## src/rtl/sound_onset_detector_defines.svh

```systemverilog
// Assertion macros used by the sound onset detector back end.
`ifndef SOUND_ONSET_DETECTOR_DEFINES_SVH
`define SOUND_ONSET_DETECTOR_DEFINES_SVH

// Same-cycle implication, checked on every clock edge outside reset.
`define SOD_ASSERT_IMPL(label, ante, cons) \
  label: assert property (@(posedge clk) disable iff (rst) (ante) |-> (cons)) \
    else $error("sound_onset_detector: assertion failed");

// Next-cycle implication, checked on every clock edge outside reset.
`define SOD_ASSERT_NEXT(label, ante, cons) \
  label: assert property (@(posedge clk) disable iff (rst) (ante) |=> (cons)) \
    else $error("sound_onset_detector: assertion failed");

`endif

```

## src/rtl/sod_pkg.sv

```systemverilog
// Shared types, constants and register codes of the sound onset detector.
package sod_pkg;

  // Longest chunk that is evaluated; later samples of a chunk are ignored.
  localparam int MAX_CHUNK_SAMPLES = 4096;

  // Sample tally saturates at one past the limit to mark an over-long chunk.
  localparam int TALLY_W = $clog2(MAX_CHUNK_SAMPLES + 2);
  localparam int COUNT_W = $clog2(MAX_CHUNK_SAMPLES + 1);
  localparam int TOTAL_W = $clog2(longint'(MAX_CHUNK_SAMPLES) * 32768 + 1);
  localparam int STEP_W  = $clog2(TOTAL_W);

  // Register reset values.
  localparam logic [15:0] MIN_PEAK_RST   = 16'd12000;
  localparam logic [15:0] MIN_MEAN_RST   = 16'd1800;
  localparam logic [15:0] MEAN_RATIO_RST = 16'd350;
  localparam logic [15:0] PEAK_RATIO_RST = 16'd700;
  localparam logic [3:0]  FLOOR_SHIFT_RST = 4'd4;
  localparam logic [15:0] HOLDOFF_RST    = 16'd500;
  localparam logic [15:0] SETTLE_RST     = 16'd100;

  // Ratios are given in hundredths.
  localparam logic [15:0] RATIO_SCALE = 16'd100;

  typedef enum logic [2:0] {
    REG_MIN_PEAK    = 3'd0,
    REG_MIN_MEAN    = 3'd1,
    REG_MEAN_RATIO  = 3'd2,
    REG_PEAK_RATIO  = 3'd3,
    REG_FLOOR_SHIFT = 3'd4,
    REG_HOLDOFF     = 3'd5,
    REG_SETTLE      = 3'd6
  } reg_idx_t;

  typedef enum logic [2:0] {
    BK_IDLE,
    BK_DIV,
    BK_UPDATE,
    BK_MULT,
    BK_DECIDE
  } back_state_t;

  typedef struct packed {
    logic signed [15:0] sample;
    logic               last;
  } item_t;

  typedef struct packed {
    logic        event_res;
    logic [15:0] peak_level;
    logic [15:0] mean_level;
    logic [15:0] floor_level;
    logic        overlong;
  } result_t;

  // One closed chunk handed from the front to the back.
  typedef struct packed {
    logic [TOTAL_W-1:0] total;
    logic [COUNT_W-1:0] count;
    logic [15:0]        peak;
    logic               overlong;
  } chunk_t;

  typedef struct packed {
    logic [15:0] min_peak;
    logic [15:0] min_mean;
    logic [15:0] mean_ratio_x100;
    logic [15:0] peak_ratio_x100;
    logic [3:0]  floor_shift;
    logic [15:0] holdoff_chunks;
    logic [15:0] settle_chunks;
  } cfg_t;

endpackage

```

## src/rtl/sod_front.sv

```systemverilog
// Front end: accumulates peak and magnitude sum of each chunk of samples.
module sod_front (
  input  logic            clk,
  input  logic            rst,
  input  logic            push,
  input  sod_pkg::item_t  item,
  input  logic            cq_full,
  output logic            full,
  output logic            cq_push,
  output sod_pkg::chunk_t cq_wr
);
  import sod_pkg::*;

  logic [TALLY_W-1:0] tally;
  logic [TOTAL_W-1:0] total;
  logic [15:0]        peak;

  logic [TALLY_W-1:0] tally_next;
  logic [TOTAL_W-1:0] total_next;
  logic [15:0]        peak_next;
  logic [15:0]        raw;
  logic [15:0]        mag;
  logic               room;
  logic               accept;
  logic               long_chunk;

  assign full   = cq_full;
  assign accept = push && !cq_full;

  // Magnitude of the sample; the most negative value maps to 32768.
  always_comb begin
    raw = item.sample;
    mag = raw[15] ? (~raw + 16'd1) : raw;
  end

  // Accumulate only the first MAX_CHUNK_SAMPLES samples of a chunk.
  always_comb begin
    room       = tally < TALLY_W'(MAX_CHUNK_SAMPLES);
    tally_next = room ? tally + TALLY_W'(1) : TALLY_W'(MAX_CHUNK_SAMPLES + 1);
    total_next = room ? total + TOTAL_W'(mag) : total;
    peak_next  = (room && mag > peak) ? mag : peak;
    long_chunk = tally_next > TALLY_W'(MAX_CHUNK_SAMPLES);
  end

  // Closed chunk record for the back end.
  always_comb begin
    cq_push        = accept && item.last;
    cq_wr.total    = total_next;
    cq_wr.count    = long_chunk ? COUNT_W'(MAX_CHUNK_SAMPLES) : tally_next[COUNT_W-1:0];
    cq_wr.peak     = peak_next;
    cq_wr.overlong = long_chunk;
  end

  // Accumulator registers restart at every chunk end.
  always_ff @(posedge clk) begin
    if (rst) begin
      tally <= '0;
      total <= '0;
      peak  <= '0;
    end else if (accept) begin
      if (item.last) begin
        tally <= '0;
        total <= '0;
        peak  <= '0;
      end else begin
        tally <= tally_next;
        total <= total_next;
        peak  <= peak_next;
      end
    end
  end

endmodule

```

## src/rtl/sod_chunk_q.sv

```systemverilog
// Two-entry queue of closed chunks between the front and the back end.
module sod_chunk_q (
  input  logic            clk,
  input  logic            rst,
  input  logic            push,
  input  sod_pkg::chunk_t wr,
  input  logic            pop,
  output sod_pkg::chunk_t rd,
  output logic            empty,
  output logic            full
);
  import sod_pkg::*;

  chunk_t     slots [2];
  logic [1:0] cnt;
  logic [1:0] cnt_left;

  assign empty    = cnt == 2'd0;
  assign full     = cnt == 2'd2;
  assign rd       = slots[0];
  assign cnt_left = cnt - {1'b0, pop};

  // Occupancy count.
  always_ff @(posedge clk) begin
    if (rst) begin
      cnt <= 2'd0;
    end else begin
      cnt <= cnt_left + {1'b0, push};
    end
  end

  // Shift out the head on a pop and write behind the remaining entries.
  always_ff @(posedge clk) begin
    if (push && !cnt_left[0]) begin
      slots[0] <= wr;
    end else if (pop) begin
      slots[0] <= slots[1];
    end
    if (push && cnt_left[0]) begin
      slots[1] <= wr;
    end
  end

endmodule

```

## src/rtl/sod_back.sv

```systemverilog
// Back end: divides for the mean, tracks the noise floor and decides events.
`include "sound_onset_detector_defines.svh"

module sod_back (
  input  logic             clk,
  input  logic             rst,
  input  sod_pkg::cfg_t    cfg,
  input  logic             cq_empty,
  input  sod_pkg::chunk_t  cq_rd,
  output logic             cq_pop,
  input  logic             pop,
  output logic             empty,
  output sod_pkg::result_t result
);
  import sod_pkg::*;

  back_state_t state;
  back_state_t state_next;

  // Chunk under work and divider registers.
  chunk_t             rec;
  logic [COUNT_W-1:0] rem;
  logic [TOTAL_W-1:0] quo;
  logic [STEP_W-1:0]  step;

  // Detector state.
  logic [15:0] floor_avg;
  logic        floor_seeded;
  logic [15:0] chunk_tally;
  logic [15:0] holdoff_left;

  // Per-chunk working values.
  logic [15:0] mean;
  logic [31:0] mean_prod;
  logic [31:0] mean_thr;
  logic [31:0] peak_prod;
  logic [31:0] peak_thr;

  // Result queue.
  result_t    oq [2];
  logic [1:0] oq_cnt;
  logic [1:0] oq_left;
  logic       oq_full;
  logic       oq_push;
  logic       oq_pop;
  result_t    oq_wr;

  logic               start;
  logic [COUNT_W:0]   trial;
  logic               qbit;
  logic [COUNT_W-1:0] rem_next;
  logic [15:0]        div_mean;
  logic signed [17:0] diff;
  logic signed [17:0] floor_sum;
  logic [15:0]        floor_ema;
  logic [15:0]        floor_eff;
  logic               fire;

  assign oq_full = oq_cnt == 2'd2;
  assign empty   = oq_cnt == 2'd0;
  assign oq_pop  = pop && !empty;
  assign result  = oq[0];
  assign oq_left = oq_cnt - {1'b0, oq_pop};
  assign start   = !cq_empty && !oq_full;

  // Next state of the chunk sequencer.
  always_comb begin
    state_next = state;
    unique case (state)
      BK_IDLE:   if (start) state_next = BK_DIV;
      BK_DIV:    if (step == STEP_W'(TOTAL_W - 1)) state_next = BK_UPDATE;
      BK_UPDATE: state_next = BK_MULT;
      BK_MULT:   state_next = BK_DECIDE;
      BK_DECIDE: state_next = BK_IDLE;
      default:   state_next = BK_IDLE;
    endcase
  end

  // Sequencer outputs.
  always_comb begin
    cq_pop  = 1'b0;
    oq_push = 1'b0;
    unique case (state)
      BK_IDLE:   cq_pop  = start;
      BK_DECIDE: oq_push = 1'b1;
      default: begin
        cq_pop  = 1'b0;
        oq_push = 1'b0;
      end
    endcase
  end

  always_ff @(posedge clk) begin
    if (rst) begin
      state <= BK_IDLE;
    end else begin
      state <= state_next;
    end
  end

  // One restoring division step per cycle.
  always_comb begin
    trial    = {rem, quo[TOTAL_W-1]};
    qbit     = trial >= {1'b0, rec.count};
    rem_next = qbit ? COUNT_W'(trial - {1'b0, rec.count}) : trial[COUNT_W-1:0];
    div_mean = quo[15:0];
  end

  // Moving average step; the arithmetic shift rounds toward minus infinity.
  always_comb begin
    diff      = $signed({2'b00, div_mean}) - $signed({2'b00, floor_avg});
    floor_sum = $signed({2'b00, floor_avg}) + (diff >>> cfg.floor_shift);
    floor_ema = floor_sum[15:0];
    floor_eff = (floor_avg == 16'd0) ? 16'd1 : floor_avg;
  end

  // Event decision on the registered products.
  always_comb begin
    fire = chunk_tally >= cfg.settle_chunks && holdoff_left == 16'd0 &&
           rec.peak >= cfg.min_peak && mean >= cfg.min_mean &&
           mean_prod >= mean_thr && peak_prod >= peak_thr;
    oq_wr.event_res   = fire;
    oq_wr.peak_level  = rec.peak;
    oq_wr.mean_level  = mean;
    oq_wr.floor_level = floor_avg;
    oq_wr.overlong    = rec.overlong;
  end

  // Working registers of the chunk under work.
  always_ff @(posedge clk) begin
    unique case (state)
      BK_IDLE: begin
        if (start) begin
          rec  <= cq_rd;
          rem  <= '0;
          quo  <= cq_rd.total;
          step <= '0;
        end
      end
      BK_DIV: begin
        rem  <= rem_next;
        quo  <= {quo[TOTAL_W-2:0], qbit};
        step <= step + STEP_W'(1);
      end
      BK_UPDATE: mean <= div_mean;
      BK_MULT: begin
        mean_prod <= {16'd0, mean} * {16'd0, RATIO_SCALE};
        mean_thr  <= {16'd0, floor_eff} * {16'd0, cfg.mean_ratio_x100};
        peak_prod <= {16'd0, rec.peak} * {16'd0, RATIO_SCALE};
        peak_thr  <= {16'd0, floor_eff} * {16'd0, cfg.peak_ratio_x100};
      end
      default: begin
      end
    endcase
  end

  // Floor, chunk count and holdoff.
  always_ff @(posedge clk) begin
    if (rst) begin
      floor_avg    <= '0;
      floor_seeded <= 1'b0;
      chunk_tally  <= '0;
      holdoff_left <= '0;
    end else if (state == BK_UPDATE) begin
      if (chunk_tally != 16'hFFFF) begin
        chunk_tally <= chunk_tally + 16'd1;
      end
      if (!floor_seeded) begin
        floor_avg    <= div_mean;
        floor_seeded <= 1'b1;
      end else if (holdoff_left == 16'd0) begin
        floor_avg <= floor_ema;
      end
      if (holdoff_left != 16'd0) begin
        holdoff_left <= holdoff_left - 16'd1;
      end
    end else if (state == BK_DECIDE && fire) begin
      holdoff_left <= cfg.holdoff_chunks;
    end
  end

  // Result queue occupancy and storage.
  always_ff @(posedge clk) begin
    if (rst) begin
      oq_cnt <= 2'd0;
    end else begin
      oq_cnt <= oq_left + {1'b0, oq_push};
    end
  end

  always_ff @(posedge clk) begin
    if (oq_push && !oq_left[0]) begin
      oq[0] <= oq_wr;
    end else if (oq_pop) begin
      oq[0] <= oq[1];
    end
    if (oq_push && oq_left[0]) begin
      oq[1] <= oq_wr;
    end
  end

  `SOD_ASSERT_IMPL(a_oq_no_overflow, oq_push, (oq_cnt != 2'd2) || oq_pop)
  `SOD_ASSERT_IMPL(a_start_has_room, cq_pop, !oq_full && !cq_empty)
  `SOD_ASSERT_NEXT(a_holdoff_load, state == BK_DECIDE && fire, holdoff_left == $past(cfg.holdoff_chunks))
  `SOD_ASSERT_NEXT(a_tally_monotone, 1'b1, chunk_tally >= $past(chunk_tally))

endmodule

```

## src/rtl/sound_onset_detector.sv

```systemverilog
// Sound onset detector: samples are taken one per clock while push is high and full is
// low; the front accumulates each chunk and hands it at its last sample to a two-entry
// queue. The back end works on one chunk at a time through its one-bit-per-cycle mean
// divider and its update, multiply and decide states, so a stream of short chunks
// raises full once the queue holds two chunks. One result per chunk leaves
// through a two-entry result queue (empty/pop). Registers are written through cfg_we,
// cfg_index and cfg_data and should change only while the block is idle.
module sound_onset_detector (
  input  logic             clk,
  input  logic             rst,
  input  logic             push,
  input  sod_pkg::item_t   item,
  output logic             full,
  output logic             empty,
  input  logic             pop,
  output sod_pkg::result_t result,
  input  logic             cfg_we,
  input  logic [2:0]       cfg_index,
  input  logic [15:0]      cfg_data
);
  import sod_pkg::*;

  cfg_t   cfg;
  logic   cq_push;
  logic   cq_pop;
  logic   cq_empty;
  logic   cq_full;
  chunk_t cq_wr;
  chunk_t cq_rd;

  // Configuration registers.
  always_ff @(posedge clk) begin
    if (rst) begin
      cfg.min_peak        <= MIN_PEAK_RST;
      cfg.min_mean        <= MIN_MEAN_RST;
      cfg.mean_ratio_x100 <= MEAN_RATIO_RST;
      cfg.peak_ratio_x100 <= PEAK_RATIO_RST;
      cfg.floor_shift     <= FLOOR_SHIFT_RST;
      cfg.holdoff_chunks  <= HOLDOFF_RST;
      cfg.settle_chunks   <= SETTLE_RST;
    end else if (cfg_we) begin
      unique case (reg_idx_t'(cfg_index))
        REG_MIN_PEAK:    cfg.min_peak        <= cfg_data;
        REG_MIN_MEAN:    cfg.min_mean        <= cfg_data;
        REG_MEAN_RATIO:  cfg.mean_ratio_x100 <= cfg_data;
        REG_PEAK_RATIO:  cfg.peak_ratio_x100 <= cfg_data;
        REG_FLOOR_SHIFT: cfg.floor_shift     <= cfg_data[3:0];
        REG_HOLDOFF:     cfg.holdoff_chunks  <= cfg_data;
        REG_SETTLE:      cfg.settle_chunks   <= cfg_data;
        default: begin
        end
      endcase
    end
  end

  // Sample accumulation.
  sod_front u_front (
    .clk     (clk),
    .rst     (rst),
    .push    (push),
    .item    (item),
    .cq_full (cq_full),
    .full    (full),
    .cq_push (cq_push),
    .cq_wr   (cq_wr)
  );

  // Chunk queue between front and back.
  sod_chunk_q u_chunk_q (
    .clk   (clk),
    .rst   (rst),
    .push  (cq_push),
    .wr    (cq_wr),
    .pop   (cq_pop),
    .rd    (cq_rd),
    .empty (cq_empty),
    .full  (cq_full)
  );

  // Chunk evaluation and result queue.
  sod_back u_back (
    .clk      (clk),
    .rst      (rst),
    .cfg      (cfg),
    .cq_empty (cq_empty),
    .cq_rd    (cq_rd),
    .cq_pop   (cq_pop),
    .pop      (pop),
    .empty    (empty),
    .result   (result)
  );

endmodule
```

## config.mk

```make
export PLATFORM = sky130hd
export DESIGN_NAME = sound_onset_detector
export DESIGN_NICKNAME = d
export VERILOG_FILES = /design/src/rtl/sod_pkg.sv /design/src/rtl/sod_front.sv /design/src/rtl/sod_chunk_q.sv /design/src/rtl/sod_back.sv /design/src/rtl/sound_onset_detector.sv
export VERILOG_INCLUDE_DIRS = /design/src /design/src/rtl
export SDC_FILE = /design/constraint.sdc
export NUM_CORES = 2
export LEC_CHECK = 0
export BUFFER_PORTS_ARGS = -buffer_cell sky130_fd_sc_hd__buf_2
export CAP_MARGIN = 20
export CELL_PAD_IN_SITES_DETAIL_PLACEMENT = 0
export CELL_PAD_IN_SITES_GLOBAL_PLACEMENT = 1
export CORE_MARGIN = 2
export CORE_UTILIZATION = 52
export CTS_CLUSTER_SIZE = 30
export DETAILED_ROUTE_END_ITERATION = 7
export HOLD_SLACK_MARGIN = 0.05
export MAX_ROUTING_LAYER = met4
export PLACE_DENSITY = 0.93
export SETUP_SLACK_MARGIN = 0.4
export SLEW_MARGIN = 20
export SYNTH_ARGS = -nofsm -noshare
export SYNTH_HDL_FRONTEND = slang
export SYNTH_HIERARCHICAL = 1
export SYNTH_SLANG_ARGS = --single-unit
```

## constraint.sdc

```tcl
create_clock -name clk -period 10.4 [get_ports clk]
set_input_delay 0 -clock clk [delete_from_list [all_inputs] [get_ports clk]]
set_output_delay 0 -clock clk [all_outputs]
set_load 0.02 [all_outputs]
```

==> qor.txt <==
Peak supply drop: 0.2015 mV
Crit-path cells: buf_4 > nor4_1 > a41o_1 > nand2_1 > fa_1 > fa_1 > inv_1 > fa_1 > fa_1 > fa_1 > inv_1 > fa_1 > inv_1 > ha_1 > and3_1 > a221oi_1 > o21ai_0 > a221o_1 > a2111oi_2 > nor3_1 > o41ai_2 > mux2i_1 > nor2_1
Min-Delay Path Depth: 5
Worst Setup Start Kind: flip-flop
Final nets: 6085
CP dominant cell by count: fa_1
Vias: 36870
CP Data Required Time: 10.76 ns
Worst Path Arrival: 8.44 ns
FF+latch count, synth: 627
Total GRT Usage: 0.2659
Total core area: 98560 µm²
# setup viols final: 0
FF-to-FF setup slack: 2.32 ns
Worst-case clock buffer depth: 3
Relative slew slack: 0.2614
Post-synth EDFFs: 414
Hold Path End: u_front/peak[3]
Final Cycle Share: 0.7772
DRC Markers: 0
DRT iter0 DRCs: 3163
CP Class: reg2reg
Internal power: 9.763 mW
Root Buffer Master: clkbuf_16
Setup TNS: 0 ns
Total CTS buffers: 66
Sw frac: 0.4726
Worst-Margin Slew: 1.106 ns
Crit path buffers/inverters: 4
Static leakage: 24.97 nW
Sequential group share of total power: 0.229
Hold Path Class: in2reg
Num rows: 115
Cell depth of the worst flop-to-flop path: 23
Initial Utilization: 0.5261
Crit path largest cell delay: 0.61 ns
HP Start: item[2]
Crit Path Max Fanout: 37
Mapped Cells: 5215
Max frequency: 0.1237 GHz
Yosys warning count: 6
Cell Area, Synth: 51850 µm²
FF-to-FF End: u_back/peak_thr[31]
Area Growth Syn to Fin: 6.320%
Max-cap violation count: 0
Post-synthesis sequential area ratio: 0.3220
Async SR Flop Fraction: 0
Post-synth top area cell: edfxtp_1
Non-Filler Instances: 6482
IO Port Bufs: 92
Final Hold Fails: 0
Synthesized area per cell: 9.943 µm²
Most frequent cell after synthesis: inv_1
Worst-Skew Late Latency: 0.62 ns
Pin count of the biggest net entering global routing: 124
P per Cell Area: 335.8 nW/µm²
Slowest CP cell: a41o_1
Vias in the first global route: 37040
Status: finished clean
Syn nets: 6162
Synth unique cells: 116
Filler cells: 8385
Average wire per standard cell: 20.29 µm
Logic gate share of total power: 0.641
Initial antenna violation count: 7
CP Capture Type: flip-flop
Total length of routed wires: 131500 µm
Synth Flop Type: edfxtp_1
Top cells by count, synth: 751 x inv_1, 548 x nand2_1, 492 x ha_1
Clock slew at reported path FFs: 0.06 ns
Crit-path leading delay family: adder cells
Slew Viols, Final: 0
RePlAce Congestion: 0.9162
Vias per inst: 5.688
Unrepaired setup endpoints after global routing: no
DIE HEIGHT: 319.8 µm
Fin Hold WS: 0.1061 ns
Worst reg2reg startpoint: u_back/floor_avg[2]
CTS tree: built
GRT overflow: 0
Clk sinks: 627
H-tree depth: 3
First-pass GRT wire length: 206400 µm
Drt first pass iters: 6
# IOs: 93
Yosys top cell area share: 0.2398
Layout Skew: 0.03208 ns
Synth area leaders: edfxtp_1 24%, fa_1 16%, ha_1 12%, dfxtp_1 8.2%, inv_1 5.4%
Post-route ant nets: 0
Die area: 102300 µm²
Cells after DPL: 6314
Die X: 319.8 µm
Detailed Place HPWL: 96470 µm
Clock power frac: 0.129
Share of cells above drive strength 1: 0.07498
Crit path time final: 8.083 ns
Switch Pwr: 8.748 mW
## cell families after synthesis
logic type	after synthesis	synth area share
simple gates	1505	0.1436
buf+inv	1074	0.08897
fa+ha+maj	906	0.2786
compound gates	696	0.08774
flops	627	0.3220
mux	227	0.04850
xor+xnor	180	0.03067
## power by group through the flow
stage | Combinational (mW) | Sequential, mW | Clock [mW]
final | 11.9 | 4.25 | 2.39
after global routing | 13.3 | 4.28 | 2.52
after CTS | 11.9 | 4.23 | 2.43
after detailed placement | 11.7 | 4.28 | 0
after global placement | 11.5 | 4.26 | 0
after floorplan | 8.86 | 4.05 | 0
## registers in the layout, summed over array words and instances, names as in the netlist, 16 cells and up
name,count
u_back/peak_prod,21
u_back/oq_wr,17
u_back/mean_thr,32
u_back/mean,16
cfg,100
u_back/floor_avg,16
u_back/mean_prod,21
u_chunk_q/slots,116
u_front/peak,16
u_front/total,28
u_back/oq,100
u_back/peak_thr,32
u_back/chunk_tally,16
u_back/holdoff_left,16
u_back/quo,28
## worst reg2reg max path: stages, from the launching register on
cell and delay (ns):
dfxtp_1 0.30, buf_4 0.27, nor4_1 0.37, a41o_1 0.61, nand2_1 0.17, fa_1 0.53
fa_1 0.55, inv_1 0.06, fa_1 0.50, fa_1 0.51, fa_1 0.54, inv_1 0.05
fa_1 0.53, inv_1 0.04, ha_1 0.39, and3_1 0.26, a221oi_1 0.27, o21ai_0 0.14
a221o_1 0.44, a2111oi_2 0.47, nor3_1 0.17, o41ai_2 0.37, mux2i_1 0.22, nor2_1 0.06
## layout make-up
class	count	area [µm²]	area share
clock buffers	82	1773	0.03216
inverters	753	2826	0.05127
flip-flops and latches	627	16700	0.3029
well taps	1287	1610	0.02921
diodes	7	17.52	0.0003177
repair buffers	176	1205	0.02186
clock inverters	36	409.1	0.007422
multi-input cells	3514	30590	0.5549
## worst max path at each step
| stage | startpoint | endpoint | slack [ns] | depth (start not counted) |
|---|---|---|---|---|
| global route | u_back/floor_avg[2] | u_back/peak_thr[31] | 1.99 | 23 |
| CTS | u_back/floor_avg[2] | u_back/peak_thr[31] | 2.37 | 23 |
| floorplan | u_back/floor_avg[1] | u_back/peak_thr[31] | 3.04 | 25 |
| detailed placement | u_back/floor_avg[2] | u_back/peak_thr[31] | 2.38 | 23 |
| global placement | u_back/floor_avg[3] | u_back/peak_thr[31] | 2.52 | 23 |
| finish | u_back/floor_avg[2] | u_back/peak_thr[31] | 2.32 | 23 |
## layout by cell type (no fill, tap or decap), types with 15 or more instances in the layout
cell type      synthesis  final
a211oi_1              34     34
a21o_1                61     61
a21oi_1              189    188
a22oi_1               26     26
a31oi_1               20     20
and2_1               253    253
and3_1                24     24
buf_2                 14     91
buf_4                114     41
clkbuf_16              0     67
dfxtp_1              213    213
dlygate4sd3_1          0     43
edfxtp_1             414    414
fa_1                 414    414
ha_1                 492    490
inv_1                751    751
mux2_2                61     61
mux2_4                20     20
mux2i_1              140    140
nand2_1              548    548
nand2b_1             109    108
nand3_1               69     69
nand4_1               33     33
nor2_1               259    258
nor2b_1               30     30
nor3_1                65     65
nor4_1                15     15
o211ai_1              22     22
o21a_1                22     22
o21ai_0              162    162
o21bai_1              19     19
o31ai_1               18     18
or3_1                 23     23
xnor2_1              115    115
xor2_1                64     64
## metrics by stage
stage / power, mW / setup slack, ns / util / area [µm²]
finish: 18.51 / 2.317 / 0.5593 / 55130
global route: 20.14 / 1.994 / 0.5593 / 55120
CTS: 18.55 / 2.373 / 0.5591 / 55110
detailed placement: 15.96 / 2.380 / 0.5326 / 52500
global placement: 15.77 / 2.517 / 0.5326 / 52500
floorplan: 12.91 / 3.038 / - / 51850
## metal layers
metal  share of wire  vias up  global-route usage
met5               0        -                   -
met4           0.037        0             0.09570
li1                -    17120                   -
met3           0.073      256             0.04604
met1            0.43    18220              0.3538
met2            0.46     1272              0.4101
## what timing repair did
item                      CTS  global route
setup buffers               0             0
resized for setup           0             0
hold endpoints to repair  115             0
hold buffers               43             0
Power figures use the tool's default switching activity.
